File: config.mk
export PLATFORM = sky130hd
export DESIGN_NAME = prl_ram
export DESIGN_NICKNAME = d
export VERILOG_FILES = /design/src/hw/rtl/prl_ram.sv
export SDC_FILE = /design/constraint.sdc
export NUM_CORES = 1
export LEC_CHECK = 0
export ABC_AREA = 1
export BUFFER_PORTS_ARGS = -buffer_cell sky130_fd_sc_hd__buf_2
export CORE_UTILIZATION = 50
export CTS_CLUSTER_SIZE = 28
export DETAILED_ROUTE_END_ITERATION = 10
export PLACE_DENSITY = 0.66
export SLEW_MARGIN = 5
export SYNTH_ARGS = -nofsm -noshare
export SYNTH_HDL_FRONTEND = slang
export SYNTH_SLANG_ARGS = --single-unit
File: constraint.sdc
create_clock -name clk -period 2.8 [get_ports clk]
set_clock_uncertainty 0.2 [all_clocks]
set_input_delay 0.42 -clock clk [delete_from_list [all_inputs] [get_ports clk]]
set_output_delay 0.42 -clock clk [all_outputs]
set_load 0.005 [all_outputs]
File: src/hw/rtl/prl_ram.sv
// ----------------------------------------------------------------------------
// prl_ram: generic synchronous RAM
// One write port and one read port; read data is registered.
// ----------------------------------------------------------------------------
module prl_ram #(
  parameter int WIDTH = 8,
  parameter int DEPTH = 64
) (
  input  logic                     clk,
  input  logic                     we,
  input  logic [$clog2(DEPTH)-1:0] waddr,
  input  logic [WIDTH-1:0]         wdata,
  input  logic [$clog2(DEPTH)-1:0] raddr,
  output logic [WIDTH-1:0]         rdata
);

  logic [WIDTH-1:0] mem [DEPTH];

  // Write port.
  always_ff @(posedge clk) begin
    if (we) begin
      mem[waddr] <= wdata;
    end
  end

  // Registered read port.
  always_ff @(posedge clk) begin
    rdata <= mem[raddr];
  end

endmodule

==> flow_summary.toml <==
[power_and_ir_drop]
p_leak_nw = 8.86
netSwitchingFraction = 0.220
pwr-share-comb = 0.061
clock_power_share = 0.421
internal_power_mw = 13.0
cellPowerDensity_nw_per_um2 = 691
ir_drop_v = 0.000575
p_seq_frac = 0.518
p_total_mw = 16.7
p_sw_mw = 3.68

[setup_path]
critPathMaxFanout = 57
critical_path_class = "primary input to flip-flop"
rr_startpoint = "mem[20][3]"
ff2ff_path_depth = 8
worstSetupEndpointType = "flip-flop"
rrSetupSlack_ps = 1150
worstPathRequired_ps = 3140
r2r-end = "rdata[3]"
worstPathArrival_ps = 2240
critPathLaunchType = "primary input"
critPathLaunch = "raddr[0]"

[clocking]
cts_root_buf = "clkbuf_16"
clockBufferDepth = 3
cts_setup_buffers = 0
cts_hold_buffers = 0
clk_pin_slew_ps = 50
clk_latency_ps = 610
numCtsBuffers = 53
cts_tree = "built"
htreeDepth = 2
cts.sinks = 520
post_cts_resized = 0

[sta]
rsz0062_at_grt = "false"
fmax_ghz = 0.525
relSlewSlack = 0.525
setup_viol = 0
min_period_ps = 1900
finalSetupTns_ps = 0
worst_slew_pin_slew_ps = 712
timing.final.crit_share = 0.680
finalHoldViolCount = 0
slew_viol_final = 0

[die]
die_area_sq_um = 43500
die_h_um = 209
core_sq_um = 42000
pin_count = 30
fp.dieW_um = 209
initial_core_util = 0.508
rows = 75

[global_routing]
overflow = 0
grt_max_degree = 97
grt_pass1_vias = 13700
grt_antenna_before_repair = 3
grt_pass1_wl_um = 80600
grt_usage = 0.245

[hold_path]
hold_path_end = "rdata[5]"
hold_path.class = "primary input to flip-flop"
min_delay_path_depth = 3
min_from = "raddr[5]"

[finish]
fillers = 3387
final_cell_mix = "nand2_1, edfxtp_1, nand3_1"
syn_to_final_growth_pct = 13.1
final_common_cell = "nand2_1"
drive_gt1_frac = 0.113
nNetsFinal = 1904

[yosys]
syn_nets = 1827
ys_ff_latch = 520
synth_top_area_frac = 0.720
ys_seq_area_frac = 0.728
ys_warn_count = 0
synth.area.top_cells = "edfxtp_1, nand2_1, nand3_1"
ys_types = 16
yosysTopAreaCell = "edfxtp_1"
syn_inst = 1805
netlist_area_sq_um = 21300
synth_area_per_cell_sq_um = 11.8

[placement]
gp_congestion = 0.847
portBuffers = 29
dp_hpwl_um = 31200

[run]
maxCapViolCount = 0

[route]
drc_errors = 0
ant_nets = 0
drtPass1Iterations = 5
vias = 14100
wl_um = 52500
initialDrtViolationCount = 1517
routedWlPerCell_um = 21.3
vias_per_cell = 5.73

[status]
status = "finished clean"
power by group through the flow:
stage | clock network (mW) | logic [mW] | registers (mW)
global route | 7.41 | 1.12 | 8.64
floorplan | 0 | 0.605 | 8.80
finish | 7.03 | 1.03 | 8.64
global placement | 0 | 1.01 | 8.80
detailed placement | 0 | 1.02 | 8.80
CTS | 7.11 | 1.02 | 8.64
Yosys cell counts (all sizes together):
cell    instances
nand2         648
edfxtp        512
nand3         439
buf            98
nor2           56
clkbuf         15
inv            12
nand4           9
dfxtp           8
nor4            8
final cells by class:
class	count	area, sq um	area share
diodes	2	5.00	0.000207
repair buffers	135	1190	0.0493
inverters	12	52.6	0.00218
clock inverters	26	235	0.00974
clock buffers	73	1500	0.0623
multi-input cells	1160	4950	0.205
flip-flops and latches	520	15500	0.643
well taps	539	674	0.0279
critical path: stages:
cell and delay (ps):
clkbuf_8 170, inv_6 280, buf_12 300, nand2_1 110
nand3_1 90, nand3_1 110, nand2_1 140, nand2_1 60
nand3_1 140, nand3_1 220, nand2_1 140
worst max-delay path by stage:
stage / endpoint / slack (ps) / depth (start not counted)
floorplan: mem[48][0] / 410 / 3
global placement: rdata[5] / 330 / 11
detailed placement: rdata[5] / 330 / 11
CTS: rdata[1] / 940 / 1
global route: rdata[3] / 790 / 11
finish: rdata[3] / 900 / 11
layer usage:
| layer | track usage | share of wire | vias up |
|---|---|---|---|
| met1 | 0.348 | 0.42 | 6885 |
| met3 | 0.0373 | 0.082 | 101 |
| li1 | - | - | 6494 |
| met5 | 0 | 0 | - |
| met4 | 0.0908 | 0.029 | 0 |
| met2 | 0.387 | 0.47 | 646 |
cell families after synthesis:
| group | Yosys count | share of synthesized area |
|---|---|---|
| flops | 520 | 0.728 |
| simple gates | 1160 | 0.232 |
| buf+inv | 125 | 0.0402 |
flip-flops by register name (all words and copies together), names as in the netlist:
register	flops
mem	512
rdata	8
metrics by stage:
step | hold WS (ps) | cell area [sq um] | instances | setup slack, ps | utilization
after detailed placement | 595 | 22400 | 2366 | 333 | 0.533
final | 38.6 | 24100 | 2467 | 895 | 0.574
after global placement | 595 | 22400 | 2366 | 333 | 0.533
after global routing | 26.5 | 24100 | 2465 | 792 | 0.574
after CTS | 5.25 | 24100 | 2465 | 937 | 0.574
after floorplan | 319 | 21300 | 1805 | 414 | -
No activity file was read; power rests on OpenSTA's default activity.
