--- src/hw/rtl/prl_pkg.sv ---
// ----------------------------------------------------------------------------
// prl_pkg: shared definitions for the per-MAC request rate limiter
// Table geometry, field widths, protocol constants, register indexes and the
// record types passed between the limiter's modules.
// ----------------------------------------------------------------------------
package prl_pkg;

  // Table geometry.
  localparam int TABLE_ENTRIES = 64;
  localparam int IDX_W = $clog2(TABLE_ENTRIES);
  localparam int CNT_W = $clog2(TABLE_ENTRIES + 1);
  localparam int USE_W = 7;
  localparam int SZ_W = (CNT_W > USE_W) ? CNT_W : USE_W;
  localparam logic [IDX_W-1:0] AGE_MAX = IDX_W'(TABLE_ENTRIES - 1);

  // Field widths.
  localparam int HTYPE_W = 8;
  localparam int ALEN_W = 5;
  localparam int MAC_W = 48;
  localparam int TIME_W = 32;
  localparam int COUNT_W = 16;
  localparam int LIMIT_W = 16;

  // Configuration port.
  localparam int CFG_IDX_W = 8;
  localparam int CFG_DATA_W = 16;
  localparam logic [CFG_IDX_W-1:0] REG_MAX_REQUESTS = 8'd0;
  localparam logic [CFG_IDX_W-1:0] REG_ENTRIES_IN_USE = 8'd1;

  // Protocol constants.
  localparam logic [LIMIT_W-1:0] DEFAULT_LIMIT = 16'd100;
  localparam logic [USE_W-1:0] ENTRIES_RESET = 7'd64;
  localparam logic [HTYPE_W-1:0] ETHER_TYPE = 8'd1;
  localparam logic [ALEN_W-1:0] ETHER_ADDR_LEN = 5'd6;
  localparam logic [TIME_W-1:0] WINDOW_MS = 32'd2000;

  // One table entry as held in the entry memory.
  typedef struct packed {
    logic [MAC_W-1:0] mac;
    logic [COUNT_W-1:0] count;
    logic [TIME_W-1:0] win_start;
  } entry_t;

  // Effective configuration after range fixes.
  typedef struct packed {
    logic [LIMIT_W-1:0] limit;
    logic [CNT_W-1:0] size;
  } cfg_t;

endpackage

--- src/hw/rtl/prl_cfg.sv ---
// ----------------------------------------------------------------------------
// prl_cfg: configuration registers
// Holds the request limit and the table size, and presents them with the
// zero limit and out-of-range sizes already mapped to usable values.
// ----------------------------------------------------------------------------
module prl_cfg (
  input  logic                           clk,
  input  logic                           rst,
  input  logic                           cfg_write,
  input  logic [prl_pkg::CFG_IDX_W-1:0]  cfg_index,
  input  logic [prl_pkg::CFG_DATA_W-1:0] cfg_data,
  output prl_pkg::cfg_t                  cfg
);
  import prl_pkg::*;

  logic [LIMIT_W-1:0] max_requests;
  logic [USE_W-1:0] entries_in_use;
  logic [SZ_W-1:0] size_req;

  // Register file; writes to unknown indexes are dropped.
  always_ff @(posedge clk) begin
    if (rst) begin
      max_requests <= DEFAULT_LIMIT;
      entries_in_use <= ENTRIES_RESET;
    end else if (cfg_write) begin
      case (cfg_index)
        REG_MAX_REQUESTS: max_requests <= cfg_data[LIMIT_W-1:0];
        REG_ENTRIES_IN_USE: entries_in_use <= cfg_data[USE_W-1:0];
        default: ;
      endcase
    end
  end

  // A zero limit acts as the default; the size is clamped to the table.
  always_comb begin
    size_req = SZ_W'(entries_in_use);
    cfg.limit = (max_requests == '0) ? DEFAULT_LIMIT : max_requests;
    if (size_req == '0) begin
      cfg.size = CNT_W'(1);
    end else if (size_req > SZ_W'(TABLE_ENTRIES)) begin
      cfg.size = CNT_W'(TABLE_ENTRIES);
    end else begin
      cfg.size = size_req[CNT_W-1:0];
    end
  end

endmodule

--- config.mk ---
export PLATFORM = sky130hd
export DESIGN_NAME = prl_cfg
export DESIGN_NICKNAME = d
export VERILOG_FILES = /design/src/hw/rtl/prl_pkg.sv /design/src/hw/rtl/prl_cfg.sv
export SDC_FILE = /design/constraint.sdc
export NUM_CORES = 1
export LEC_CHECK = 0
export BUFFER_PORTS_ARGS = -buffer_cell sky130_fd_sc_hd__buf_4
export CORE_MARGIN = 2
export CORE_UTILIZATION = 49
export CTS_CLUSTER_SIZE = 30
export DETAILED_ROUTE_END_ITERATION = 7
export GPL_TIMING_DRIVEN = 0
export PLACE_DENSITY = 0.82
export RECOVER_POWER = 100
export SLEW_MARGIN = 0
export SYNTH_ARGS = -nofsm -noshare
export SYNTH_HDL_FRONTEND = slang
export SYNTH_SLANG_ARGS = --single-unit
--- constraint.sdc ---
create_clock -name clk -period 5.2 [get_ports clk]
set_clock_uncertainty 0.2 [all_clocks]
set_input_delay 1.04 -clock clk [delete_from_list [all_inputs] [get_ports clk]]
set_output_delay 1.04 -clock clk [all_outputs]
set_load 0.02 [all_outputs]
==> results of run 1 <==
## layout by cell type (no fill, tap or decap)
| master | instances |
|---|---|
| nor4b_1 | 1 |
| dfxtp_1 | 23 |
| nand4_1 | 12 |
| inv_1 | 1 |
| nand2b_1 | 15 |
| a21oi_1 | 12 |
| nor4_1 | 5 |
| or4_1 | 1 |
| o31ai_1 | 11 |
| mux2i_1 | 12 |
| nor2_1 | 9 |
| clkbuf_1 | 47 |
| buf_4 | 24 |
| nor2b_1 | 5 |
| clkbuf_4 | 5 |
| or4b_4 | 1 |
| nor3_1 | 2 |
| nand3_1 | 1 |
## power by group
part	switching (mW)	total, mW	internal, mW
Combinational	0.0143	0.0311	0.0168
Sequential	0.000180	0.177	0.176
Clock	0.0541	0.0841	0.0300
## worst reg2reg max path: stages, from the launching register on
cell and delay [ps]:
dfxtp_1 480, nor2_1 80, mux2i_1 130
## through the flow
stage | instance area (sq um) | hold WS (ps)
after detailed placement | 1540 | 282
after floorplan | 1130 | 253
after global placement | 1540 | 271
final | 1470 | 297
after CTS | 1560 | 301
after global routing | 1470 | 320
## final timing paths
path                                        from                             end
hold reg to reg   entries_in_use[4]$_SDFFE_PP0P_  entries_in_use[4]$_SDFFE_PP0P_
hold / removal    entries_in_use[4]$_SDFFE_PP0P_  entries_in_use[4]$_SDFFE_PP0P_
setup / recovery                    cfg_index[1]    max_requests[3]$_SDFFE_PP0P_
setup reg to reg  entries_in_use[6]$_SDFFE_PP1P_  entries_in_use[6]$_SDFFE_PP1P_
## cell families after synthesis
logic type,after synthesis,synth area share
multiplexers,12,0.106
AND/OR/NAND/NOR,52,0.283
flip-flops,23,0.406
AO/OA/AOI/OAI,23,0.126
buffers and inverters,24,0.0794
## metal layers
metal / vias up / global-route usage / share of wire
li1: 578 / - / -
met1: 541 / 0.273 / 0.40
met3: 4 / 0.0287 / 0.074
met4: 0 / 0.0789 / 0.0081
met5: - / 0 / 0
met2: 46 / 0.386 / 0.51
## state kept, by name, summed over array words and instances (netlist names)
signal and flops:
max_requests 16, entries_in_use 7
## cell type report
class                           instances  area [sq um]  area share
Clock buffer                            4          26.3      0.0179
Buffer                                 23          86.3      0.0589
Tap cell                               28          35.0      0.0239
Multi-Input combinational cell         87           573       0.391
Timing Repair Buffer                   49           282       0.192
Sequential cell                        23           460       0.314
Inverter                                1          3.75     0.00256
==> flow_summary.yaml, run 1 <==
status:
  status: "completed"
finish:
  layout.cells.non_filler: 215
  final_util: 0.669
  area_delta_synth_final_pct: 29.2
  drive_above_1_share: 0.160
  diodes: 0
  nets: 215
  n_fill_cell: 210
global_route:
  grt_pass1_wl_mm: 4.53
  track_usage: 0.220
  grt_max_degree: 13
  grt_pass1_vias: 1055
  antenna_found_initial: 0
  overflow: 0
logic_synthesis:
  synth_flop_cell: "dfxtp_1"
  syn_area_per_cell_sq_um: 8.47
  synth_area_leader_cell: "dfxtp_1"
  yosys_warnings: 0
  synth_common_cells: "clkbuf_1 (23), dfxtp_1 (23), nand2b_1 (15)"
  yosysSeqAreaShare: 0.406
  syn_nets: 161
  synthCells: 134
  synth_edf_count: 0
  synth-seq-cells: 23
  ys_types: 17
  async_reset_ff_frac: 0
  synth_top_area_frac: 0.406
  netlist_top_cells_area: "dfxtp_1 (41%), mux2i_1 (11%), nand2b_1 (8.3%)"
  syn_area_sq_mm: 0.00113
worst_setup_path:
  crit_arrival_ps: 3030
  slowest_delay_ps: 1000
  path_depth: 4
  crit_buf_inv: 1
  path_cells: "clkbuf_4, or4_1, nor3_1, mux2i_1"
  critPathCaptureType: "flip-flop"
  cp-start-kind: "primary input"
  cpLargestDelayFamily: "simple AND/OR/NAND/NOR gates"
  rrSetupSlack_ps: 4240
  worstPathMaxFanout: 7
  cpMaxStageDelayCell: "nor3_1"
  required_ps: 5250
  rr_worst_depth: 2
  crit_type: "in2reg"
timing:
  min_period_ps: 2980
  setup_ws_ps: 2220
  tns_ps: 0
  setup-violations-final: 0
  maxSlewHeadroom: 0.140
  rsz0062_at_grt: "false"
  max_freq_mhz: 336
  post-route-period-util: 0.573
  hold_viol: 0
  tightestPinTransition_ps: 1280
  final_max_slew_viol_count: 0
route:
  drt-total-wl_mm: 2.84
  route.detailed.drc: 0
  wire_per_inst_um: 13.2
  vias: 1169
  ant_nets: 0
  drt-initial-drc-count: 27
  routed_via_density: 5.44
  first_pass_iters: 4
placed_design:
  portBuffers: 49
  dp.cells: 211
  pre_cts_ws_ps: 2450
  dp_hpwl_mm: 2.18
  gp_congestion: 0.770
clock_tree:
  cts_resized: 0
  cts.sinks: 23
  ctsHoldBuffers: 0
  clk_latency_ps: 310
  cts_made_buffers: 3
  cts_max_level: 1
  root_buffer: "clkbuf_4"
  clockBufferDepth: 2
  path_clk_slew_ps: 130
  post_cts_buffers: 0
  tritoncts: "yes"
hold_path:
  hold_class: "reg2reg"
  whs_path_depth: 2
die:
  die_y_um: 52.1
  core_sq_mm: 0.00219
  start_util: 0.518
  io-pin-count: 50
  die_x_um: 52.1
  dieArea_sq_mm: 0.00272
  rows: 17
power_and_ir_drop:
  p_leak_nw: 0.522
  peakVddDrop_uv: 127
  p_per_area_mw_per_mm2: 199
  total_power_mw: 0.292
run:
  cap_violations: 0
Note: power is estimated with default switching activity, not from simulation.
==> run 2: changes to the inputs <==
ABC_AREA = 1   (was unset)
CORE_UTILIZATION = 43   (was 49)
PLACE_DENSITY = 0.75   (was 0.82)
clock period = 2.6 ns   (was 5.2 ns; I/O delays follow)
==> run 2 against run 1 <==
Against the previous run:
- wire length decreased by 2.1%
- clock power is 100% higher
- combinational power grew 130%
- non-clock buffer count increased by 1
- critical path depth is 2 higher
- worst setup slack got worse by 1700 ps
- synthesized area up 10%
- largest cell class unchanged
==> flow_summary.yaml, run 2 <==
logic_synthesis:
  syn_area_per_cell_sq_um: 6.20
  synth_area_leader_cell: "dfxtp_1"
  syn_area_sq_mm: 0.00125
  synth_top_area_frac: 0.368
  synthCells: 202
  yosysMostFrequentCell: "nor2_1"
  synth-seq-cells: 23
  synth_common_cells: "nor2_1 (39), nand2_1 (35), nand3_1 (29)"
  syn_nets: 229
  yosysSeqAreaShare: 0.368
  ys_types: 15
  synth_flop_cell: "dfxtp_1"
  netlist_top_cells_area: "dfxtp_1 (37%), nor2_1 (12%), nand3_1 (12%)"
  synth_edf_count: 0
  async_reset_ff_frac: 0
  yosys_warnings: 0
clock_tree:
  clockBufferDepth: 2
  ctsHoldBuffers: 0
  cts_max_level: 1
  tritoncts: "yes"
  cts.sinks: 23
  clk_latency_ps: 310
  cts_resized: 0
  post_cts_buffers: 0
  cts_made_buffers: 3
  root_buffer: "clkbuf_4"
  path_clk_slew_ps: 130
status:
  status: "completed"
global_route:
  grt_pass1_wl_mm: 4.61
  antenna_found_initial: 0
  grt_max_degree: 14
  overflow: 0
  grt_pass1_vias: 1085
  track_usage: 0.178
power_and_ir_drop:
  seq_power_share: 0.595
  peakVddDrop_uv: 428
  p_int_mw: 0.447
  p_comb_frac: 0.122
  p_leak_nw: 0.769
  p_clk_frac: 0.283
  p_switching_mw: 0.148
  power_switching_share: 0.248
  p_per_area_mw_per_mm2: 379
route:
  vias: 1325
  wire_per_inst_um: 9.72
  drt-total-wl_mm: 2.78
  drt-initial-drc-count: 34
  route.detailed.drc: 0
  first_pass_iters: 5
  ant_nets: 0
  routed_via_density: 4.63
die:
  io-pin-count: 50
  rows: 19
  core_sq_mm: 0.00276
  start_util: 0.454
  die_x_um: 58.0
  dieArea_sq_mm: 0.00336
  die_y_um: 58.0
finish:
  reg_top3: "max_requests x16, entries_in_use x7"
  area_delta_synth_final_pct: 25.3
  final_cell_mix: "nor2_1 (40), clkbuf_1 (39), nand2_1 (35), nand3_1 (29), inv_1 (27)"
  final_util: 0.569
  final_common_cell: "nor2_1"
  largest_register_ffs: 16
  diodes: 0
  nets: 283
  drive_above_1_share: 0.157
  top_register: "max_requests"
worst_setup_path:
  worstPathMaxFanout: 3
  cp-start-kind: "flip-flop"
  crit_type: "reg2out"
  rrSetupSlack_ps: 1760
  critPathCaptureType: "output pin"
  rr_worst_depth: 2
  required_ps: 1880
  crit_arrival_ps: 1360
timing:
  hold_viol: 0
  maxSlewHeadroom: 0.657
  setup-violations-final: 0
  final_max_slew_viol_count: 0
  rsz0062_at_grt: "false"
  tightestPinTransition_ps: 512
  min_period_ps: 2080
  post-route-period-util: 0.801
  tns_ps: 0
  max_freq_mhz: 480
placed_design:
  portBuffers: 49
  gp_congestion: 0.758
  dp_hpwl_mm: 2.17
hold_path:
  hold_class: "in2reg"
  whs_path_depth: 3
run:
  cap_violations: 0
-- run 2: power groups by stage --
stage / Clock (mW) / Sequential [mW] / Combinational, mW
2_1_floorplan: 0 / 0.361 / 0.0353
3_3_place_gp: 0 / 0.362 / 0.0749
3_5_place_dp: 0 / 0.362 / 0.0753
4_1_cts: 0.169 / 0.354 / 0.0754
5_1_grt: 0.185 / 0.354 / 0.0823
6_report: 0.169 / 0.354 / 0.0725
-- run 2: layout make-up --
type / instances / area, sq um
tap: 31 / 38.8
clock buffer: 3 / 22.5
buffer: 24 / 110
timing repair buffer: 49 / 282
sequential: 23 / 460
multi-input combinational: 127 / 546
inverter: 28 / 105
clock inverter: 1 / 5.00
fill: 315 / 1190
-- run 2: logic make-up (layout without fill, tap and decap cells) --
kind of cell / count (synthesis) / after routing / share of synthesized area
and+or+nand+nor: 107 / 107 / 0.369
AOI/OAI and AO/OA: 20 / 20 / 0.0799
DFF: 23 / 23 / 0.368
buffers and inverters: 52 / 105 / 0.184
-- run 2: final timing paths --
path	start	to
setup / recovery	entries_in_use[4]$_SDFFE_PP0P_	cfg[3]
setup reg to reg	entries_in_use[6]$_SDFFE_PP1P_	entries_in_use[6]$_SDFFE_PP1P_
hold / removal	cfg_data[6]	entries_in_use[6]$_SDFFE_PP1P_
hold reg to reg	max_requests[5]$_SDFFE_PP1P_	max_requests[5]$_SDFFE_PP1P_
-- run 2: metal layers --
metal,GRT usage,routed length (um),vias up
met5,0,0,-
met4,0.0498,15,0
met3,0.0469,144,2
met2,0.294,1300,33
met1,0.230,1320,573
li1,-,-,717
-- run 2: worst max-delay path, stage by stage, from the launching register on --
cell	delay [ps]
dfxtp_1	350
nor2_1	120
nand3_1	100
nand2_1	80
inv_1	70
nor2_1	80
clkbuf_1	240
-- run 2: per-stage QoR --
step                worst slack (ps)  area, sq um  hold WS (ps)  cells  power [mW]
global placement                 930         1660           243    282       0.437
finish                           519         1570           239    286       0.595
detailed placement               927         1660           249    282       0.437
global route                     347         1570           244    286       0.621
floorplan                        913         1250           229    202       0.397
CTS                              606         1690           242    286       0.598
==> run 3: changes to the inputs <==
CORE_UTILIZATION = 47   (was 43)
PLACE_DENSITY = 0.78   (was 0.75)
clock period = 2.08 ns   (was 2.6 ns; I/O delays follow)
==> run 3 against run 2 <==
Against the previous run:
- utilization up 6.6 points
- sequential power up 25%
- via count down 1.5%
- flip-flop and latch count unchanged
- critical path type unchanged
- register-to-register slack worse by 540 ps
- critical endpoint is now cfg[1]
- highest routed layer unchanged
- worst hold slack worse by 71 ps
==> flow_summary.yaml, run 3 (same netlist as run 2, synthesis figures left out) <==
route:
  route.detailed.drc: 0
  drt-initial-drc-count: 36
  routed_via_density: 4.58
  vias: 1305
  wire_per_inst_um: 10.0
  ant_nets: 0
  drt-total-wl_mm: 2.86
  first_pass_iters: 4
timing:
  tightestPinTransition_ps: 572
  final_max_slew_viol_count: 0
  hold_viol: 0
  rsz0062_at_grt: "false"
  worst_hold_slack_ps: 168
  tns_ps: 0
  max_freq_mhz: 527
  setup-violations-final: 0
  post-route-period-util: 0.913
  maxSlewHeadroom: 0.617
  min_period_ps: 1900
finish:
  area_delta_synth_final_pct: 26.8
  final_cell_mix: "nor2_1 (40), nand2_1 (35), clkbuf_1 (33), buf_4 (30), nand3_1 (29)"
  reg_top3: "max_requests x16, entries_in_use x7"
  top_register: "max_requests"
  nets: 283
  largest_register_ffs: 16
  diodes: 0
  drive_above_1_share: 0.180
  final_common_cell: "nor2_1"
clock_tree:
  cts_max_level: 1
  clk_latency_ps: 300
  ctsHoldBuffers: 0
  cts_resized: 0
  clockBufferDepth: 2
  cts_made_buffers: 3
  tritoncts: "yes"
  post_cts_buffers: 0
  root_buffer: "clkbuf_4"
  cts.sinks: 23
  path_clk_slew_ps: 130
power_and_ir_drop:
  total_power_mw: 0.739
  p_switching_mw: 0.177
  p_leak_nw: 0.791
  power_switching_share: 0.240
  p_clk_frac: 0.277
  seq_power_share: 0.599
  p_int_mw: 0.562
  p_comb_frac: 0.125
  p_per_area_mw_per_mm2: 465
  peakVddDrop_uv: 343
global_route:
  overflow: 0
  track_usage: 0.191
  antenna_found_initial: 0
  grt_pass1_wl_mm: 4.84
  grt_pass1_vias: 1155
  grt_max_degree: 13
placed_design:
  portBuffers: 49
  gp_congestion: 0.774
  dp_hpwl_mm: 2.16
worst_setup_path:
  cp-start-kind: "flip-flop"
  crit_type: "reg2out"
  critPathCaptureType: "output pin"
  worstPathMaxFanout: 3
  required_ps: 1460
  rr_worst_depth: 2
  crit_arrival_ps: 1280
status:
  status: "completed"
die:
  die_x_um: 55.6
  start_util: 0.501
  core_sq_mm: 0.00250
  io-pin-count: 50
  dieArea_sq_mm: 0.00309
  rows: 18
  die_y_um: 55.6
hold_path:
  hold_class: "in2reg"
  whs_path_depth: 3
run:
  cap_violations: 0
## run 3: final timing paths
path                                     to                      startpoint  slack (ps)
max reg2reg  entries_in_use[6]$_SDFFE_PP1P_  entries_in_use[6]$_SDFFE_PP1P_        1220
min reg2reg    max_requests[5]$_SDFFE_PP1P_    max_requests[5]$_SDFFE_PP1P_         270
max                                  cfg[1]  entries_in_use[4]$_SDFFE_PP0P_         180
min            max_requests[5]$_SDFFE_PP1P_                     cfg_data[5]         170
## run 3: area by class of cell
type	count	area, sq um
fillers	268	912
inverters	28	105
clock buffers	4	26.3
flip-flops and latches	23	460
plain buffers	24	110
multi-input cells	127	546
repair buffers	49	303
well taps	30	37.5
## run 3: worst max-delay path: stages (launching register included)
cell and delay (ps):
dfxtp_1 350, nor2_1 130, nand3_1 100, nand2_1 80, inv_1 70, nor2_1 80, clkbuf_2 170
## run 3: metrics by stage
| stage | instances | setup slack, ps | utilization | instance area, sq um |
|---|---|---|---|---|
| finish | 285 | 181 | 0.635 | 1590 |
| CTS | 285 | 192 | 0.674 | 1680 |
| global route | 285 | 68.7 | 0.635 | 1590 |
| floorplan | 202 | 497 | - | 1250 |
| detailed placement | 281 | 495 | 0.663 | 1660 |
| global placement | 281 | 512 | 0.663 | 1660 |
## run 3: metal layers
layer | wire, um | GRT usage | share of wire | vias to the layer above
met5 | 0 | 0 | 0 | -
met4 | 40 | 0.0732 | 0.014 | 0
met3 | 165 | 0.0186 | 0.058 | 4
met2 | 1230 | 0.299 | 0.43 | 39
met1 | 1420 | 0.271 | 0.50 | 548
li1 | - | - | - | 714
## run 3: power by group through the flow
stage               registers [mW]  logic (mW)  clock network (mW)
finish                       0.442      0.0921               0.204
global route                 0.443       0.104               0.228
CTS                          0.442      0.0948               0.212
detailed placement           0.452      0.0944                   0
global placement             0.452      0.0932                   0
floorplan                    0.452      0.0441                   0
